File: config.mk
export PLATFORM = sky130hd
export DESIGN_NAME = bcsc_cordic
export DESIGN_NICKNAME = d
export VERILOG_FILES = /design/src/rtl/core/bcsc_pkg.sv /design/src/rtl/core/bcsc_cordic.sv
export SDC_FILE = /design/constraint.sdc
export NUM_CORES = 2
export LEC_CHECK = 0
export BUFFER_PORTS_ARGS = -buffer_cell sky130_fd_sc_hd__buf_2
export CORE_MARGIN = 5
export CORE_UTILIZATION = 62
export DETAILED_ROUTE_END_ITERATION = 10
export PLACE_DENSITY_LB_ADDON = 0.25
export REMOVE_ABC_BUFFERS = 1
export SYNTH_ARGS = -nofsm -noshare
export SYNTH_HDL_FRONTEND = slang
export SYNTH_SLANG_ARGS = --single-unit
File: constraint.sdc
create_clock -name i_clk -period 52.5 [get_ports i_clk]
set_input_delay 7.875 -clock i_clk [delete_from_list [all_inputs] [get_ports i_clk]]
set_output_delay 7.875 -clock i_clk [all_outputs]
set_load 0.005 [all_outputs]
File: src/rtl/core/bcsc_pkg.sv
`timescale 1ns / 1ps
`default_nettype none
package bcsc_pkg;

    localparam int COORD_W   = 24;
    localparam int DIFF_W    = 25;
    localparam int CFG_IDX_W = 2;
    localparam int CFG_DAT_W = 16;
    localparam int ROT_W     = 19;
    localparam int ANG_W     = 18;
    localparam int STEPS     = 15;
    localparam int STEPS_PER_STAGE = 5;

    // register indexes of the configuration port
    localparam logic [CFG_IDX_W-1:0] CFG_BOX_WIDTH  = 2'd0;
    localparam logic [CFG_IDX_W-1:0] CFG_BOX_LENGTH = 2'd1;
    localparam logic [CFG_IDX_W-1:0] CFG_BOUND_IDX  = 2'd2;

    localparam logic [15:0] RST_BOX_WIDTH  = 16'd2560;
    localparam logic [15:0] RST_BOX_LENGTH = 16'd7680;
    localparam logic [7:0]  RST_BOUND_IDX  = 8'd4;

    localparam logic signed [ROT_W-1:0] CORDIC_GAIN = 19'sd19899;

    typedef logic signed [ANG_W-1:0] t_ang_tab [STEPS];
    localparam t_ang_tab CORDIC_ANGLE = '{
        18'sd8192, 18'sd4836, 18'sd2555, 18'sd1297, 18'sd651, 18'sd326, 18'sd163,
        18'sd81, 18'sd41, 18'sd20, 18'sd10, 18'sd5, 18'sd3, 18'sd1, 18'sd1
    };

    typedef struct packed {
        logic signed [ROT_W-1:0] x;
        logic signed [ROT_W-1:0] y;
        logic signed [ANG_W-1:0] z;
    } t_rot;

    // segment differences carried down the pipeline
    typedef struct packed {
        logic signed [DIFF_W-1:0] a;   // x1 - x2
        logic signed [DIFF_W-1:0] b;   // y1 - y2
        logic signed [DIFF_W-1:0] e;   // x1 - cx
        logic signed [DIFF_W-1:0] f;   // y1 - cy
    } t_seg;

    typedef struct packed {
        logic skip;
        logic last;
    } t_flags;

    // one rotation step of the cordic
    function automatic t_rot cordic_step(input t_rot v, input int i);
        t_rot r;
        logic signed [ROT_W-1:0] dx;
        logic signed [ROT_W-1:0] dy;
        dx = v.y >>> i;
        dy = v.x >>> i;
        if (!v.z[ANG_W-1]) begin
            r.x = v.x - dx;
            r.y = v.y + dy;
            r.z = v.z - CORDIC_ANGLE[i];
        end else begin
            r.x = v.x + dx;
            r.y = v.y - dy;
            r.z = v.z + CORDIC_ANGLE[i];
        end
        return r;
    endfunction

endpackage
`default_nettype wire

File: src/rtl/core/bcsc_cordic.sv
`timescale 1ns / 1ps
`default_nettype none
module bcsc_cordic import bcsc_pkg::*; (
    input  wire logic                    i_clk,
    input  wire logic                    i_en,
    input  wire logic [15:0]             i_heading,
    output logic signed [ROT_W-1:0]      o_cos,
    output logic signed [ROT_W-1:0]      o_sin
);

    t_rot r_rot [1:3];
    logic r_flip [1:3];
    logic signed [ROT_W-1:0] r_cos;
    logic signed [ROT_W-1:0] r_sin;

    logic signed [ANG_W-1:0] n_z0;
    logic n_flip0;
    t_rot n_rot [2:4];

    // fold the heading into (-90, 90] degrees
    always_comb begin
        logic signed [ANG_W-1:0] z;
        z = ANG_W'($signed(i_heading));
        n_flip0 = 1'b0;
        n_z0 = z;
        if (z > 18'sd16384) begin
            n_z0 = z - 18'sd32768;
            n_flip0 = 1'b1;
        end else if (z <= -18'sd16384) begin
            n_z0 = z + 18'sd32768;
            n_flip0 = 1'b1;
        end
    end

    // five rotation steps per stage
    always_comb begin
        for (int s = 0; s < 3; s++) begin
            t_rot v;
            v = r_rot[s + 1];
            for (int k = 0; k < STEPS_PER_STAGE; k++) begin
                v = cordic_step(v, s * STEPS_PER_STAGE + k);
            end
            n_rot[s + 2] = v;
        end
    end

    always_ff @(posedge i_clk) begin
        if (i_en) begin
            r_rot[1] <= '{x: CORDIC_GAIN, y: '0, z: n_z0};
            r_flip[1] <= n_flip0;
            r_rot[2] <= n_rot[2];
            r_flip[2] <= r_flip[1];
            r_rot[3] <= n_rot[3];
            r_flip[3] <= r_flip[2];
            r_cos <= r_flip[3] ? -n_rot[4].x : n_rot[4].x;
            r_sin <= r_flip[3] ? -n_rot[4].y : n_rot[4].y;
        end
    end

    assign o_cos = r_cos;
    assign o_sin = r_sin;

endmodule
`default_nettype wire

==> Yosys cells after proc, flatten, opt, wreduce, memory -nomap -nowiden <==
Memories as Yosys holds them, arrays and structs flattened.
Cells that the tools add are included.
{ "totals": {"regBits": 38, "latch_bits": 0, "ramBits": 171, "romBits": 0, "elab_cells": 122, "memories": 2} }
{ "op_classes": {"add_sub_neg": 93, "mul": 0, "div": 0, "order_cmp": 2, "n_eq_ne": 0, "shift": 0, "n_mux": 23, "n_bitwise": 0, "n_reduce_logical": 0} }
{ "memory_table": {"columns": ["memory", "words", "width", "read_ports", "rd_ports_with_merged_regs", "write_ports", "line", "text"], "rows": [
  ["r_rot", 3, 56, 3, 0, 3, "bcsc_cordic.sv:11", "t_rot r_rot [1:3];"],
  ["r_flip", 3, 1, 3, 0, 3, "bcsc_cordic.sv:12", "logic r_flip [1:3];"]
]} }
{ "op_table": {"columns": ["cell", "n"], "rows": [
  ["$mux 56", 15],
  ["$add 19x10->19", 2],
  ["$add 19x11->19", 2],
  ["$add 19x12->19", 2],
  ["$add 19x13->19", 2],
  ["$add 19x14->19", 2],
  ["$add 19x15->19", 2],
  ["$add 19x16->19", 2],
  ["$add 19x17->19", 2],
  ["$add 19x18->19", 2],
  ["$add 19x5->19", 2],
  ["$add 19x6->19", 2],
  ["$add 19x7->19", 2],
  ["$add 19x8->19", 2],
  ["$add 19x9->19", 2],
  ["$mux 19", 2],
  ["$neg 19->19", 2],
  ["$sub 19x10->19", 2],
  ["$sub 19x11->19", 2],
  ["$sub 19x12->19", 2],
  ["$sub 19x13->19", 2],
  ["$sub 19x14->19", 2],
  ["$sub 19x15->19", 2],
  ["$sub 19x16->19", 2],
  ["43 further kinds", 57]
]} }

==> Depth between registers and ports, before layout <==
{ "logic_depth": {"word_depth": 12, "mapped_depth": 83, "mapped_depth_nobuf": 83} }

==> Worst setup path after synthesis <==
Ideal clock, no wire load.
{ "synth_path": {"kind": "register to register", "startpoint": "register r_rot[0][220] (netlist name)", "endpoint": "register r_sin[18], in the netlist o_sin[18], data pin", "arrival_ps": 16967, "required_ps": 52242, "slack_ps": 35275, "stages_incl_launch_ff": 74, "n_path_buf": 0, "synth_period_minus_slack_ps": 17225, "path_cell_list": "edfxtp_1 nor4_1 nand2_1 ha_1 mux2_2 ha_1 a21oi_1 nor2b_1 a2111oi_0 o31ai_1 o21a_1 a311o_1 or4_1 nor4_1 inv_1 ha_1 o21ai_0 ha_1 [38 not listed] xor2_1 or3b_2 ha_1 a21oi_1 nor2_1 ha_1 o21ai_0 a21boi_0 nor2_1 or4_1 or3_1 or4b_2 nor4_1 nand2_1 o41ai_1 xor2_1 xnor2_1 xnor2_1"} }
{ "synth_lines": {"columns": ["element", "line", "text"], "rows": [
  ["end signal: assignment", "bcsc_cordic.sv:56", "r_sin <= r_flip[3] ? -n_rot[4].y : n_rot[4].y;"],
  ["end: declaration", "bcsc_cordic.sv:14", "logic signed [ROT_W-1:0] r_sin;"]
]} }

==> impl_metrics.env <==
export IMPL_postSynthCellCount=5292
export IMPL_ctsResizeCount=0
export IMPL_yosys_warnings=0
export IMPL_cts_hold_buffers=0
export IMPL_grt_pass1_wl_um=168000
export IMPL_cts_tree="yes"
export IMPL_yosys_register_bits=170
export IMPL_cts_max_level=4
export IMPL_slew_headroom=0.304
export IMPL_hp_class="register to register"
export IMPL_drtPass1Iterations=6
export IMPL_outcome="complete, no violations"
export IMPL_met1_usage=0.353
export IMPL_drive_gt1_frac=0.0432
export IMPL_cts_buffers=17
export IMPL_numPortBuffers=55
export IMPL_setup_tns_ps=0
export IMPL_die_h_um=268
export IMPL_via_per_inst=6.04
export IMPL_synth_edf_count=170
export IMPL_ios=56
export IMPL_critPathMaxFanout=27
export IMPL_vias=37400
export IMPL_syn2layout_area_growth_pct=4.54
export IMPL_cp_slowest_cell="edfxtp_1"
export IMPL_ys_flop_type="edfxtp_1"
export IMPL_cpPeakStageDelay_ps=920
export IMPL_grt_pass1_vias=34900
export IMPL_syn_avg_cell_area_um2=7.83
export IMPL_met2_usage=0.483
export IMPL_crit_arrival_ps=20490
export IMPL_clockRootBuffer="clkbuf_16"
export IMPL_path_class="register to register"
export IMPL_routed_wl_um=102000
export IMPL_use_met3=0.0257
export IMPL_start_util=0.628
export IMPL_critPathLaunchType="register"
export IMPL_fin_nets=6095
export IMPL_postCtsSetupBuffers=0
export IMPL_final_min_clock_period_ps=20230
export IMPL_fmax_mhz=49.4
export IMPL_min_period_over_period=0.385
export IMPL_clk_pin_slew_ps=90
export IMPL_maxSlewViolCount=0
export IMPL_clock_path_buffers=2
export IMPL_antenna_left=0
export IMPL_crit_top_cell="ha_1"
export IMPL_busiest_layer="met2"
export IMPL_critical_path_endpoint_type="register"
export IMPL_synth_top_area_frac=0.220
export IMPL_synthDistinctLibCells=106
export IMPL_ys_seq_area_frac=0.123
export IMPL_antenna_found_initial=0
export IMPL_synth_cell_area_um2=41400
export IMPL_finalSetupViolCount=0
export IMPL_wl_per_cell_um=16.4
export IMPL_critPathRequiredTime_ps=52760
export IMPL_clkLatencyLatePin_ps=500
export IMPL_drt_iter0_markers=2610
export IMPL_overflow=0
export IMPL_n_antenna_cell=0
export IMPL_yosys_top_cells_area="ha_1, edfxtp_1, xnor2_1, a21oi_1, nor2_1"
export IMPL_yosysTopAreaCell="ha_1"
export IMPL_grt_max_degree=72
export IMPL_drc=0
export IMPL_worst_slew_pin_slew_ps=1030
export IMPL_grtUsageTotal=0.275
export IMPL_clock_sinks=170
export IMPL_layout_common_cells="ha_1, xnor2_1, nor2_1, a21oi_1, inv_1"
export IMPL_dieArea_um2=72100
export IMPL_dieWidth_um=268
export IMPL_dp_hpwl_um=85000
export IMPL_placeableCoreArea_um2=66000
export IMPL_rsz0062_at_grt="no"
export IMPL_final_common_cell="ha_1"
export IMPL_synth_async_reset_ratio=0
export IMPL_fp_row_count=94
export IMPL_cap_violations=0
export IMPL_hold_viol=0
export IMPL_clock_skew_ps=19.9
export IMPL_place_congestion=0.958
layout make-up:
class                           count  area, um^2
Clock buffer                       17         425
Fill cell                        5762       22700
Sequential cell                   170        5100
Clock inverter                     15         199
Multi-Input combinational cell   4674       34600
Inverter                          374        1400
Tap cell                          864        1080
Timing Repair Buffer               78         454
layer usage:
metal  routed length [um]  vias up
li1                     -    19100
met1                46100    17300
met2                48300      798
met3                 3850      174
met4                 3560        0
met5                    0        -
through the flow:
stage	hold WS [ps]	util	cell area (um^2)	setup slack (ps)	cells
after detailed placement	412	0.647	42700	32620	6160
after global placement	418	0.647	42700	32940	6160
after floorplan	400	-	41100	34910	5218
after CTS	430	0.656	43300	32510	6192
final	430	0.656	43300	32270	6192
after global routing	440	0.656	43300	30530	6192
final timing paths:
path                  from            to  slack [ps]  depth (start not counted)
max          r_rot[0][185]     o_sin[18]       32270                         71
max reg2reg  r_rot[0][185]     o_sin[18]       32270                         71
min reg2reg   r_flip[0][1]  r_flip[0][2]         430                          0
min           r_flip[0][1]  r_flip[0][2]         430                          0
state kept, by name (all words and copies together) (netlist names):
name and cells:
r_rot 129, o_cos 19, o_sin 19, r_flip 3
kinds of logic after synthesis:
group,share of synthesized area
buffers and inverters,0.0413
AND/OR/NAND/NOR,0.180
adder cells (fa/ha/maj),0.236
other,0.0000905
XOR/XNOR,0.164
multiplexers,0.0188
AO/OA/AOI/OAI,0.236
flip-flops,0.123
synth_stat cells (41+ instances only):
cell type,count
ha_1,728
xnor2_1,527
nor2_1,515
a21oi_1,470
inv_1,370
nand2_1,350
o21ai_0,321
xor2_1,216
edfxtp_1,170
a21o_1,150
nor3_1,137
o21a_1,110
nor2b_1,103
nand3_1,93
o21bai_1,90
nand2b_1,83
clkbuf_1,63
a21boi_0,53
a31oi_1,48
or3_1,46
o31ai_1,45
a211oi_1,41
worst max-delay path, delay by kind of cell, from the launching register on:
| family | cells | cell delay, ps |
|---|---|---|
| AOI/OAI and AO/OA | 25 | 6520 |
| xor gates and xnor gates | 6 | 1080 |
| adders and majority gates | 9 | 2870 |
| buffers and inverters | 5 | 1160 |
| DFF | 1 | 920 |
| and+or+nand+nor | 26 | 7400 |
Power is left out: the tool's default activity adds up to more than one toggle a clock period on the data nets, which glitch-free logic cannot reach.
